<file path="config.mk">
export PLATFORM = sky130hd
export DESIGN_NAME = fractional_playback_cursor
export DESIGN_NICKNAME = d
export VERILOG_FILES = /design/src/hdl/fpc_pkg.sv /design/src/hdl/fpc_ctrl.sv /design/src/hdl/fpc_datapath.sv /design/src/hdl/fractional_playback_cursor.sv
export SDC_FILE = /design/constraint.sdc
export NUM_CORES = 2
export LEC_CHECK = 0
export ABC_AREA = 1
export BUFFER_PORTS_ARGS = -buffer_cell sky130_fd_sc_hd__buf_2
export CAP_MARGIN = 15
export CORE_MARGIN = 2
export CORE_UTILIZATION = 54
export CTS_BUF_LIST = sky130_fd_sc_hd__clkbuf_4 sky130_fd_sc_hd__clkbuf_8
export DETAILED_ROUTE_END_ITERATION = 16
export PLACE_DENSITY = 0.74
export SYNTH_ARGS = -nofsm -noshare
export SYNTH_HDL_FRONTEND = slang
export SYNTH_HIERARCHICAL = 1
export SYNTH_SLANG_ARGS = --single-unit
</file>
<file path="constraint.sdc">
create_clock -name clock -period 8.9 [get_ports clock]
set_input_delay 0.89 -clock clock [delete_from_list [all_inputs] [get_ports clock]]
set_output_delay 0.89 -clock clock [all_outputs]
set_load 0.02 [all_outputs]
</file>
<file path="src/hdl/fpc_pkg.sv">
`timescale 1ns / 1ps
// Shared types, constants and helper functions for the fractional playback cursor.
// Depends on nothing; every other file of the block imports it.
package fpc_pkg;

   localparam int QUEUE_DEPTH = 16;
   localparam int FRAC_BITS   = 16;

   localparam int IDX_W  = 24;
   localparam int POS_W  = IDX_W + FRAC_BITS;
   localparam int RATE_W = 24;
   localparam int STEP_W = RATE_W + FRAC_BITS - 16;
   localparam int SIZE_W = 21;
   localparam int ID_W   = 32;
   localparam int HEAD_W = $clog2(QUEUE_DEPTH);
   localparam int CNT_W  = $clog2(QUEUE_DEPTH + 1);

   localparam logic [RATE_W-1:0] RATE_RESET = 24'd65536;

   localparam logic [2:0] FUNC_ADVANCE  = 3'd0;
   localparam logic [2:0] FUNC_CONSUME  = 3'd1;
   localparam logic [2:0] FUNC_BOUNDARY = 3'd2;
   localparam logic [2:0] FUNC_ENQUEUE  = 3'd3;
   localparam logic [2:0] FUNC_SET_TAIL = 3'd4;

   typedef struct packed {
      logic [2:0]        func;
      logic [23:0]       frame_count;
      logic [ID_W-1:0]   buffer_id;
      logic [SIZE_W-1:0] buffer_frames;
   } req_type;

   typedef struct packed {
      logic [IDX_W-1:0]  sample_index;
      logic [IDX_W-1:0]  next_index;
      logic [15:0]       fraction;
      logic              at_end;
      logic              cross_buffer;
      logic              queue_empty;
      logic              at_boundary;
      logic [SIZE_W-1:0] remaining_frames;
      logic              consumed_valid;
      logic [ID_W-1:0]   consumed_id;
      logic              empty_after_pop;
      logic              fire_ended_event;
   } rsp_type;

   typedef struct packed {
      logic [ID_W-1:0]   id;
      logic [SIZE_W-1:0] size;
   } entry_type;

   typedef struct packed {
      logic capture;
      logic fetch;
      logic execute;
      logic report;
      logic cfg_ready;
   } cmd_type;

   function automatic logic [HEAD_W-1:0] head_inc(input logic [HEAD_W-1:0] head);
      logic [HEAD_W:0] s;
      s = (HEAD_W + 1)'(head) + (HEAD_W + 1)'(1);
      if (s >= (HEAD_W + 1)'(QUEUE_DEPTH)) begin
         s = '0;
      end
      return s[HEAD_W-1:0];
   endfunction

   function automatic logic [HEAD_W-1:0] slot_of(input logic [HEAD_W-1:0] head,
                                                 input logic [CNT_W-1:0] count);
      logic [CNT_W:0] s;
      s = (CNT_W + 1)'(head) + (CNT_W + 1)'(count);
      if (s >= (CNT_W + 1)'(QUEUE_DEPTH)) begin
         s = s - (CNT_W + 1)'(QUEUE_DEPTH);
      end
      return s[HEAD_W-1:0];
   endfunction

   function automatic logic [15:0] frac16(input logic [POS_W-1:0] pos);
      logic [FRAC_BITS+15:0] w;
      w = {pos[FRAC_BITS-1:0], 16'b0};
      return w[FRAC_BITS+15 -: 16];
   endfunction

   function automatic logic [STEP_W-1:0] step_of(input logic [RATE_W-1:0] rate);
      logic [RATE_W+FRAC_BITS-1:0] w;
      w = {rate, {FRAC_BITS{1'b0}}};
      return w[RATE_W+FRAC_BITS-1:16];
   endfunction

   function automatic logic [POS_W-1:0] sat_add(input logic [POS_W-1:0] a,
                                                input logic [POS_W-1:0] b);
      logic [POS_W:0] s;
      s = {1'b0, a} + {1'b0, b};
      return s[POS_W] ? {POS_W{1'b1}} : s[POS_W-1:0];
   endfunction

endpackage

</file>
<file path="src/hdl/fpc_ctrl.sv">
`timescale 1ns / 1ps
// Sequencing state machine of the playback cursor: fetch, execute, status fetch, report.
// Depends on fpc_pkg for the command struct.
module fpc_ctrl (
   input  logic            clock,
   input  logic            reset,
   input  logic            start,
   output logic            busy,
   output fpc_pkg::cmd_type cmd
);
   import fpc_pkg::*;

   typedef enum logic [4:0] {
      ST_IDLE   = 5'b00001,
      ST_FETCH  = 5'b00010,
      ST_EXEC   = 5'b00100,
      ST_SFETCH = 5'b01000,
      ST_REPORT = 5'b10000
   } state_type;

   state_type state_ff, state_in;

   always_comb begin
      state_in = state_ff;
      case (state_ff)
         ST_IDLE: begin
            if (start) begin
               state_in = ST_FETCH;
            end
         end
         ST_FETCH:  state_in = ST_EXEC;
         ST_EXEC:   state_in = ST_SFETCH;
         ST_SFETCH: state_in = ST_REPORT;
         ST_REPORT: state_in = ST_IDLE;
         default:   state_in = ST_IDLE;
      endcase
   end

   always_ff @(posedge clock) begin
      if (reset) begin
         state_ff <= ST_IDLE;
      end else begin
         state_ff <= state_in;
      end
   end

   assign busy          = (state_ff != ST_IDLE);
   assign cmd.capture   = (state_ff == ST_IDLE) && start;
   assign cmd.fetch     = (state_ff == ST_FETCH) || (state_ff == ST_SFETCH);
   assign cmd.execute   = (state_ff == ST_EXEC);
   assign cmd.report    = (state_ff == ST_REPORT);
   assign cmd.cfg_ready = (state_ff == ST_IDLE) && !start;

endmodule

</file>
<file path="src/hdl/fpc_datapath.sv">
`timescale 1ns / 1ps
// Datapath of the playback cursor: buffer queue memory, read position, tail and rate registers.
// Depends on fpc_pkg; driven by the commands of fpc_ctrl.
module fpc_datapath (
   input  logic                      clock,
   input  logic                      reset,
   input  fpc_pkg::cmd_type          cmd,
   input  fpc_pkg::req_type          req,
   input  logic                      csr_valid,
   input  logic [fpc_pkg::RATE_W-1:0] csr_data,
   output logic                      rsp_valid,
   output fpc_pkg::rsp_type          rsp
);
   import fpc_pkg::*;

   entry_type mem [QUEUE_DEPTH];
   entry_type rd_ff;

   req_type           req_ff;
   rsp_type           res_ff, res_in;
   rsp_type           rsp_ff, rsp_in;
   logic              rsp_valid_ff;
   logic [POS_W-1:0]  pos_ff, pos_in;
   logic [HEAD_W-1:0] head_ff, head_in;
   logic [CNT_W-1:0]  count_ff, count_in;
   logic              tail_pending_ff, tail_pending_in;
   logic [SIZE_W-1:0] tail_size_ff, tail_size_in;
   logic [RATE_W-1:0] rate_ff;

   logic              wr_en;
   logic [HEAD_W-1:0] wr_addr;
   entry_type         wr_data;

   logic [IDX_W-1:0]  index;
   logic [IDX_W:0]    adv_next;
   logic [POS_W-1:0]  front_pos;
   logic [POS_W-1:0]  step_pos;
   logic [POS_W:0]    step_sum;
   logic [POS_W-1:0]  frames_pos;
   logic              nonempty;
   logic              empty_after;
   logic              append;
   logic [HEAD_W-1:0] head_next;

   assign index      = pos_ff[POS_W-1:FRAC_BITS];
   assign adv_next   = (IDX_W + 1)'(index) + (IDX_W + 1)'(1);
   assign front_pos  = POS_W'({rd_ff.size, {FRAC_BITS{1'b0}}});
   assign step_pos   = POS_W'(step_of(rate_ff));
   assign step_sum   = {1'b0, pos_ff} + {1'b0, step_pos};
   assign frames_pos = {req_ff.frame_count, {FRAC_BITS{1'b0}}};
   assign nonempty   = (count_ff != '0);
   assign empty_after = (count_ff == CNT_W'(1));
   assign append     = empty_after && tail_pending_ff;
   assign head_next  = head_inc(head_ff);

   always_comb begin
      res_in          = '0;
      pos_in          = pos_ff;
      head_in         = head_ff;
      count_in        = count_ff;
      tail_pending_in = tail_pending_ff;
      tail_size_in    = tail_size_ff;
      wr_en           = 1'b0;
      wr_addr         = slot_of(head_ff, count_ff);
      wr_data         = '{id: req_ff.buffer_id, size: req_ff.buffer_frames};
      case (req_ff.func)
         FUNC_ADVANCE: begin
            if (!nonempty) begin
               res_in.at_end = 1'b1;
            end else begin
               res_in.sample_index = index;
               res_in.next_index   = adv_next[IDX_W-1:0];
               res_in.fraction     = frac16(pos_ff);
               if (adv_next >= (IDX_W + 1)'(rd_ff.size)) begin
                  if ((count_ff > CNT_W'(1)) || tail_pending_ff) begin
                     res_in.next_index   = '0;
                     res_in.cross_buffer = 1'b1;
                  end else begin
                     res_in.next_index = index;
                     res_in.at_end     = (step_sum >= (POS_W + 1)'(front_pos));
                  end
               end
               pos_in = step_sum[POS_W] ? {POS_W{1'b1}} : step_sum[POS_W-1:0];
            end
         end
         FUNC_CONSUME: begin
            pos_in = sat_add(pos_ff, frames_pos);
         end
         FUNC_BOUNDARY: begin
            if (nonempty) begin
               head_in                 = head_next;
               count_in                = count_ff - CNT_W'(1);
               pos_in                  = (pos_ff >= front_pos) ? pos_ff - front_pos : '0;
               res_in.consumed_valid   = 1'b1;
               res_in.consumed_id      = rd_ff.id;
               res_in.empty_after_pop  = empty_after;
               res_in.fire_ended_event = !append;
               if (append) begin
                  wr_en           = 1'b1;
                  wr_addr         = head_next;
                  wr_data         = '{id: rd_ff.id, size: tail_size_ff};
                  count_in        = CNT_W'(1);
                  tail_pending_in = 1'b0;
               end
            end
         end
         FUNC_ENQUEUE: begin
            if (count_ff < CNT_W'(QUEUE_DEPTH)) begin
               wr_en    = 1'b1;
               count_in = count_ff + CNT_W'(1);
            end
         end
         FUNC_SET_TAIL: begin
            tail_pending_in = 1'b1;
            tail_size_in    = req_ff.buffer_frames;
         end
         default: begin
         end
      endcase
   end

   // Status is taken after the second fetch, so rd_ff holds the front entry left by this beat.
   always_comb begin
      rsp_in             = res_ff;
      rsp_in.queue_empty = !nonempty;
      if (!nonempty) begin
         rsp_in.at_boundary      = 1'b1;
         rsp_in.remaining_frames = '0;
      end else begin
         rsp_in.at_boundary      = (pos_ff >= front_pos);
         rsp_in.remaining_frames = (index < IDX_W'(rd_ff.size)) ?
                                   rd_ff.size - index[SIZE_W-1:0] : '0;
      end
   end

   always_ff @(posedge clock) begin
      if (cmd.fetch) begin
         rd_ff <= mem[head_ff];
      end
      if (cmd.execute && wr_en) begin
         mem[wr_addr] <= wr_data;
      end
   end

   always_ff @(posedge clock) begin
      if (cmd.capture) begin
         req_ff <= req;
      end
      if (cmd.execute) begin
         res_ff       <= res_in;
         tail_size_ff <= tail_size_in;
      end
      if (cmd.report) begin
         rsp_ff <= rsp_in;
      end
   end

   always_ff @(posedge clock) begin
      if (reset) begin
         pos_ff          <= '0;
         head_ff         <= '0;
         count_ff        <= '0;
         tail_pending_ff <= 1'b0;
         rate_ff         <= RATE_RESET;
         rsp_valid_ff    <= 1'b0;
      end else begin
         rsp_valid_ff <= cmd.report;
         if (cmd.execute) begin
            pos_ff          <= pos_in;
            head_ff         <= head_in;
            count_ff        <= count_in;
            tail_pending_ff <= tail_pending_in;
         end
         if (csr_valid && cmd.cfg_ready) begin
            rate_ff <= csr_data;
         end
      end
   end

   assign rsp_valid = rsp_valid_ff;
   assign rsp       = rsp_ff;

endmodule

</file>
<file path="src/hdl/fractional_playback_cursor.sv">
`timescale 1ns / 1ps
// Fractional playback cursor: a queue of audio buffers read by a Q24.16 fixed-point position.
// An accepted beat passes through fetch, execute, status fetch and report; rsp_valid is registered.
// One beat is in flight at a time: busy stays high until the report, so no new beat is taken until
// the last is through; the two queue memory reads (front before and after the update) lie around the update.
// Synchronous active-high reset empties the queue, clears position and tail, and sets rate 1.0.
// Results cannot be stalled; each one is shown for exactly one cycle. Depends on fpc_pkg.
module fractional_playback_cursor (
   input  logic                       clock,
   input  logic                       reset,
   input  logic                       start,
   output logic                       busy,
   input  fpc_pkg::req_type           req,
   output logic                       rsp_valid,
   output fpc_pkg::rsp_type           rsp,
   input  logic                       csr_valid,
   output logic                       csr_ready,
   input  logic [fpc_pkg::RATE_W-1:0] csr_data
);
   import fpc_pkg::*;

   cmd_type cmd;

   fpc_ctrl u_ctrl (
      .clock (clock),
      .reset (reset),
      .start (start),
      .busy  (busy),
      .cmd   (cmd)
   );

   fpc_datapath u_datapath (
      .clock     (clock),
      .reset     (reset),
      .cmd       (cmd),
      .req       (req),
      .csr_valid (csr_valid),
      .csr_data  (csr_data),
      .rsp_valid (rsp_valid),
      .rsp       (rsp)
   );

   assign csr_ready = cmd.cfg_ready;

endmodule

</file>
# ---- After elaboration in Yosys (flattened, before gate mapping)
# Memory sizes are Yosys's and may differ from the RTL's. A register that Yosys moved wholly into a read port is not among the register bits.
# Index checks and enable logic that the tools add are counted.
dict set report totals {
  ff_bits 406
  mem_bits_rw 848
  in_bits 108
  out_inout_bits 127
  word_cells 128
  n_memories 1
}
dict set report op_classes {
  addsub 10
  order_cmp 8
  eq_ne 16
  muxes 36
  reduce_logical 24
}
# memory depth width rd rd_ports_with_merged_regs wr line
set memory_table {}
lappend memory_table {u_datapath.mem 16 53 1 1 1 fpc_datapath.sv:16} ;# entry_type mem [QUEUE_DEPTH];
# cell count
set op_table {}
lappend op_table {{2-to-1 mux 40 bit} 5}
lappend op_table {{2-to-1 mux 53 bit} 3}
lappend op_table {{one-hot mux 40 bit (3 select lines)} 1}
lappend op_table {{2-to-1 mux 24 bit} 2}
lappend op_table {{adder 40 x 24 -> 41 bit} 1}
lappend op_table {{adder 40 x 40 -> 41 bit} 1}
lappend op_table {{greater-or-equal comparator 41 x 37 -> 1 bit} 1}
lappend op_table {{greater-or-equal comparator 40 x 37 -> 1 bit} 1}
lappend op_table {{subtractor 40 x 37 -> 40 bit} 1}
lappend op_table {{2-to-1 mux 35 bit} 1}
lappend op_table {{adder 24 x 1 -> 25 bit, second input constant} 1}
lappend op_table {{greater-or-equal comparator 25 x 21 -> 1 bit} 1}
lappend op_table {{< comparator 24 x 21 -> 1 bit} 1}
lappend op_table {{subtractor 21 bit} 1}
lappend op_table {{2-to-1 mux 4 bit} 5}
lappend op_table {{2-to-1 mux 5 bit} 4}
lappend op_table {{one-hot mux 5 bit (4 select lines)} 1}
lappend op_table {{AND reduction 4 bit} 3}
lappend op_table {{== test 5 x 1 -> 1 bit, second input constant} 2}
lappend op_table {{2-to-1 mux 1 bit} 10}
lappend op_table {{one-hot mux 5 bit (2 select lines)} 1}
lappend op_table {{inequality test 2 x 1 -> 1 bit, second input constant} 4}
lappend op_table {{AND reduction 2 bit} 4}
lappend op_table {{adder 4 x 5 -> 6 bit} 1}
lappend op_table {{27 further kinds} 38}

# ---- Longest topological paths before layout
dict set report logic_depth {
  ltp_word 8
  depth_mapped 29
  depth_no_buf 29
}

# ---- Cells and area by module
# Netlist, hierarchy kept.
# module n_inst cells_each area_each_um2 seq_area_each_um2
set modules_own_cells {}
lappend modules_own_cells {fpc_datapath 1 4785 56213.9 38346.8}
lappend modules_own_cells {fpc_ctrl 1 41 279.0 100.1}

# ---- Worst setup path before layout
# OpenSTA, ideal clock, no wires.
dict set report synth_path {
  path_kind {reg2reg}
  start {register u_ctrl.state_ff[2]}
  end {register u_datapath.rsp_ff (netlist bit u_datapath/rsp[0]), enable pin}
  setup_ps 762
  arrival_ps 8896
  t_required_ps 8138
  setup_slack_ps -758
  path_stages_with_launch 4
  n_path_buf 0
  period_less_slack_ps 9658
  cell_sequence {dfxtp_1 > inv_2 > nand2_2 > nor3_1}
}
# item line
set synth_lines {}
lappend synth_lines {{from (decl)} fpc_ctrl.sv:21} ;# state_type state_ff, state_in;
lappend synth_lines {{from (signal assigned)} fpc_ctrl.sv:43} ;# state_ff <= state_in;
lappend synth_lines {{to (signal assigned)} fpc_datapath.sv:154} ;# rsp_ff <= rsp_in;
lappend synth_lines {{to (decl)} fpc_datapath.sv:21} ;# rsp_type rsp_ff, rsp_in;

# ---- Worst setup path in the final report
dict set report layout_path {
  start {register u_datapath.count_ff[1]}
  end {memory u_datapath/mem[0][28] (netlist name), enable pin}
}
dict set report layout_via {
  elab_chain_cells 8
  elab_cells_between_ends 18
  cone_classes {add/sub (2); order compare (2); eq/ne (1); mux (10); reduce/logical (3)}
}
# item line
set layout_rtl {}
lappend layout_rtl {{from (decl)} fpc_datapath.sv:25} ;# logic [CNT_W-1:0] count_ff, count_in;
lappend layout_rtl {{from (signal assigned)} fpc_datapath.sv:171} ;# count_ff <= count_in;
lappend layout_rtl {{parallel branches: the longest is 8 deep, another holds adder 4 x 5 -> 6 bit} n/a}
lappend layout_rtl {{to (decl)} fpc_datapath.sv:16}
# Parallel ways; which one is timed is not known.

==> flow_metrics.tcl <==
set metrics [dict create \
    status "finished, final reports clean" \
    start_util_pct 54.5 \
    cts_tree "built" \
    antenna_left 0 \
    synth.largest_area_cell "edfxtp_1" \
    synth_fp_nets 5078 \
    root_buffer "clkbuf_8" \
    power_leakage_nw 23.6 \
    core_mm2 0.104 \
    dp_hpwl_mm 95.0 \
    cts_setup_buffers 0 \
    switchingPower_w 0.00267 \
    avgSynthCellArea_um2 11.7 \
    ys_types 62 \
    fillCellCount 8134 \
    whs_path_depth 1 \
    grt_pass1_wl_mm 228 \
    vias_per_cell 5.92 \
    wl_per_cell_um 23.2 \
    synth-edff-count 1227 \
    hold_start "req[6]" \
    grt_max_degree 154 \
    fin_tns_setup_ns 0 \
    clkPwrFrac_pct 41.7 \
    end_kind "flop" \
    finalHoldViolations 0 \
    clk_latency_ns 0.93 \
    p_per_area_mw_per_mm2 195 \
    crit_path_start_kind "flop" \
    route.detailed.drc 0 \
    htreeDepth 4 \
    r2r_cells 16 \
    slew_viol_final 0 \
    numPortBuffers 234 \
    final_net_count 5352 \
    cap_violations 0 \
    path_max_fanout 37 \
    p_seq_share_pct 55.4 \
    regToRegSetupSlack_ns 3.81 \
    gp_congestion 1.01 \
    ctsHoldBuffers 0 \
    tightestPinTransition_ns 1.21 \
    p_int_w 0.00965 \
    cts-buffers-inserted 203 \
    skew_ns 0.0567 \
    yosys.area.top_type_share_pct 65.2 \
    ys_ff_latch 1307 \
    clk_path_buf_depth 3 \
    ys_seq_area_share_pct 68.1 \
    regArea_mm2 0.0385 \
    critical_path_arrival_ns 5.62 \
    max_stage_delay_ns 0.71 \
    whs_ns 0.126 \
    gr-total-overflow 0 \
    setup_viol 0 \
    synth_common_cells "edfxtp_1, nor2_1, o21ai_0" \
    dieArea_mm2 0.107 \
    antenna_found_initial 5 \
    routed_wl_mm 154 \
    max-slew-margin-rel_pct 19.5 \
    numClockSinks 1307 \
    die_w_um 327 \
    post-route-period-util_pct 57.2 \
    cts-resized-gates 0 \
    drt_iter0_drc 4311 \
    path_class "reg2reg" \
    placed_area_mm2 0.0591 \
    syn_area_mm2 0.0565 \
    crit_chain "inv_1, ha_1, nand2_1, nor2_2, inv_1, nand2_2, buf_4, nor2_2, buf_4, clkinv_2, nor2_1, nor2_1, inv_1, nand2_1, nor2_4, buf_4" \
    synth_area_leaders "edfxtp_1, o21ai_0, nor2_1, nand2_1, ha_1" \
    track_usage_pct 28.4 \
    rsz0062_at_grt "no" \
    utilization_pct 61.1 \
    vias 39300 \
    r2r-end "u_datapath/mem[0][28]$_DFFE_PP_" \
    worstPathRequired_ns 9.43 \
    path_clk_slew_ns 0.06 \
    ys.flop_type "edfxtp_1" \
    fmax_mhz 197 \
    synthArstFlopShare_pct 0 \
    ioPinCount 235 \
    holdPathEnd "u_datapath/req_ff[6]$_DFFE_PP_" \
    yosysMostFrequentCell "edfxtp_1" \
    swShare_pct 21.7 \
    synthCells 4826 \
    die_h_um 327 \
    hold_path.class "in2reg" \
    fin_area_mm2 0.0633 \
    final_layout_size_suffix_gt1_share_pct 14.2 \
    yosys_warnings 6 \
    vdd_ir_drop_max_v 0.000136 \
    cp-startpoint "u_datapath/count_ff[1]$_SDFFE_PP0P_" \
    rows 118 \
    dr.pass1.iters 7 \
    multi_input_area_mm2 0.0160 \
    crit_slowest_cell "buf_4" \
    rr_startpoint "u_datapath/count_ff[1]$_SDFFE_PP0P_" \
    min_period_ns 5.09 \
    synthToLayoutAreaGrowth_pct 12.1 \
    grt_pass1_vias 37900 \
    combPwrFrac_pct 2.9 \
]
stage by stage:
stage | instances | worst slack [ns] | power (W)
after global routing | 6641 | 3.52 | 0.0127
after global placement | 6265 | 4.01 | 0.00730
final | 6643 | 3.81 | 0.0123
after detailed placement | 6274 | 3.94 | 0.00731
after floorplan | 4826 | 2.85 | 0.00714
after CTS | 6639 | 3.87 | 0.0124
sequential cells by signal, indices dropped and copies added (netlist names):
name                        count
u_datapath/rsp                124
u_datapath/mem                848
u_datapath/pos_ff              40
u_datapath/rd_ff               32
u_datapath/count_ff             5
u_ctrl/state_ff                 5
u_datapath/head_ff              4
u_datapath/rsp_valid            1
u_datapath/rate_ff             24
u_datapath/tail_size_ff        21
u_datapath/req_ff              56
u_datapath/tail_pending_ff      1
u_datapath/frames_pos          24
u_datapath/res_ff             101
u_datapath/front_pos           21
power groups by stage:
stage	registers, W	logic (W)	clock network [W]
3_3_place_gp	0.00695	0.000346	0
3_5_place_dp	0.00695	0.000357	0
5_1_grt	0.00682	0.000400	0.00547
2_1_floorplan	0.00694	0.000208	0
6_report	0.00683	0.000362	0.00513
4_1_cts	0.00683	0.000358	0.00522
routing by layer:
metal  vias to the layer above  part of all wire (%)  global-route usage, %
met5                         -                0.0071                      0
met4                         2                   3.7                   11.9
met3                       339                   8.1                   4.69
met2                      1892                    47                   45.3
met1                     19100                    41                   39.0
li1                      18000                     -                      -
placed cells by master (no fill, tap or decap), types with 21 or more instances in the layout:
cell	instances
nand3_1	154
clkinv_1	43
edfxtp_1	1227
a21oi_1	189
dfxtp_1	76
nand2_1	581
inv_1	279
buf_4	71
o211ai_1	60
o221ai_1	148
o22ai_1	67
o21ai_1	22
clkbuf_8	205
nor3_1	38
nand4_1	30
ha_1	139
clkbuf_4	71
buf_2	238
nor2_1	706
o21ai_0	603
xor2_1	66
clkinv_2	23
nor2_4	22
inv_2	21
cell families after synthesis:
| family | Yosys count | synth area share [%] |
|---|---|---|
| AO/OA/AOI/OAI | 1146 | 11.8 |
| XOR/XNOR | 80 | 1.24 |
| adder cells (fa/ha/maj) | 144 | 3.26 |
| buffers and inverters | 549 | 3.81 |
| flip-flops | 1307 | 68.1 |
| AND/OR/NAND/NOR | 1600 | 11.8 |
how the worst max path moves through the flow:
stage | cells after the start | slack [ns] | to
after floorplan | 9 | 2.85 | u_datapath/mem[4][0]$_DFFE_PP_
after global placement | 16 | 4.01 | u_datapath/mem[2][24]$_DFFE_PP_
after detailed placement | 16 | 3.94 | u_datapath/mem[0][24]$_DFFE_PP_
after CTS | 16 | 3.87 | u_datapath/mem[0][30]$_DFFE_PP_
after global routing | 16 | 3.52 | u_datapath/mem[2][30]$_DFFE_PP_
final | 16 | 3.81 | u_datapath/mem[0][28]$_DFFE_PP_
critical path, delay by kind of cell (launching register included):
family                   cells  cell delay (ns)
AND/OR/NAND/NOR              8             1.64
adder cells (fa/ha/maj)      1             0.22
flip-flops                   1             0.47
buffers and inverters        7             2.30
final cells by class:
class / instances / area share [%]
multi-input combinational: 2970 / 25.3
inverter: 309 / 1.86
sequential: 1307 / 60.7
timing repair buffer: 309 / 2.72
antenna: 3 / 0.0119
tap: 1380 / 2.73
clock buffer: 276 / 5.30
clock inverter: 89 / 1.29
(Power assumes the default switching activity.)
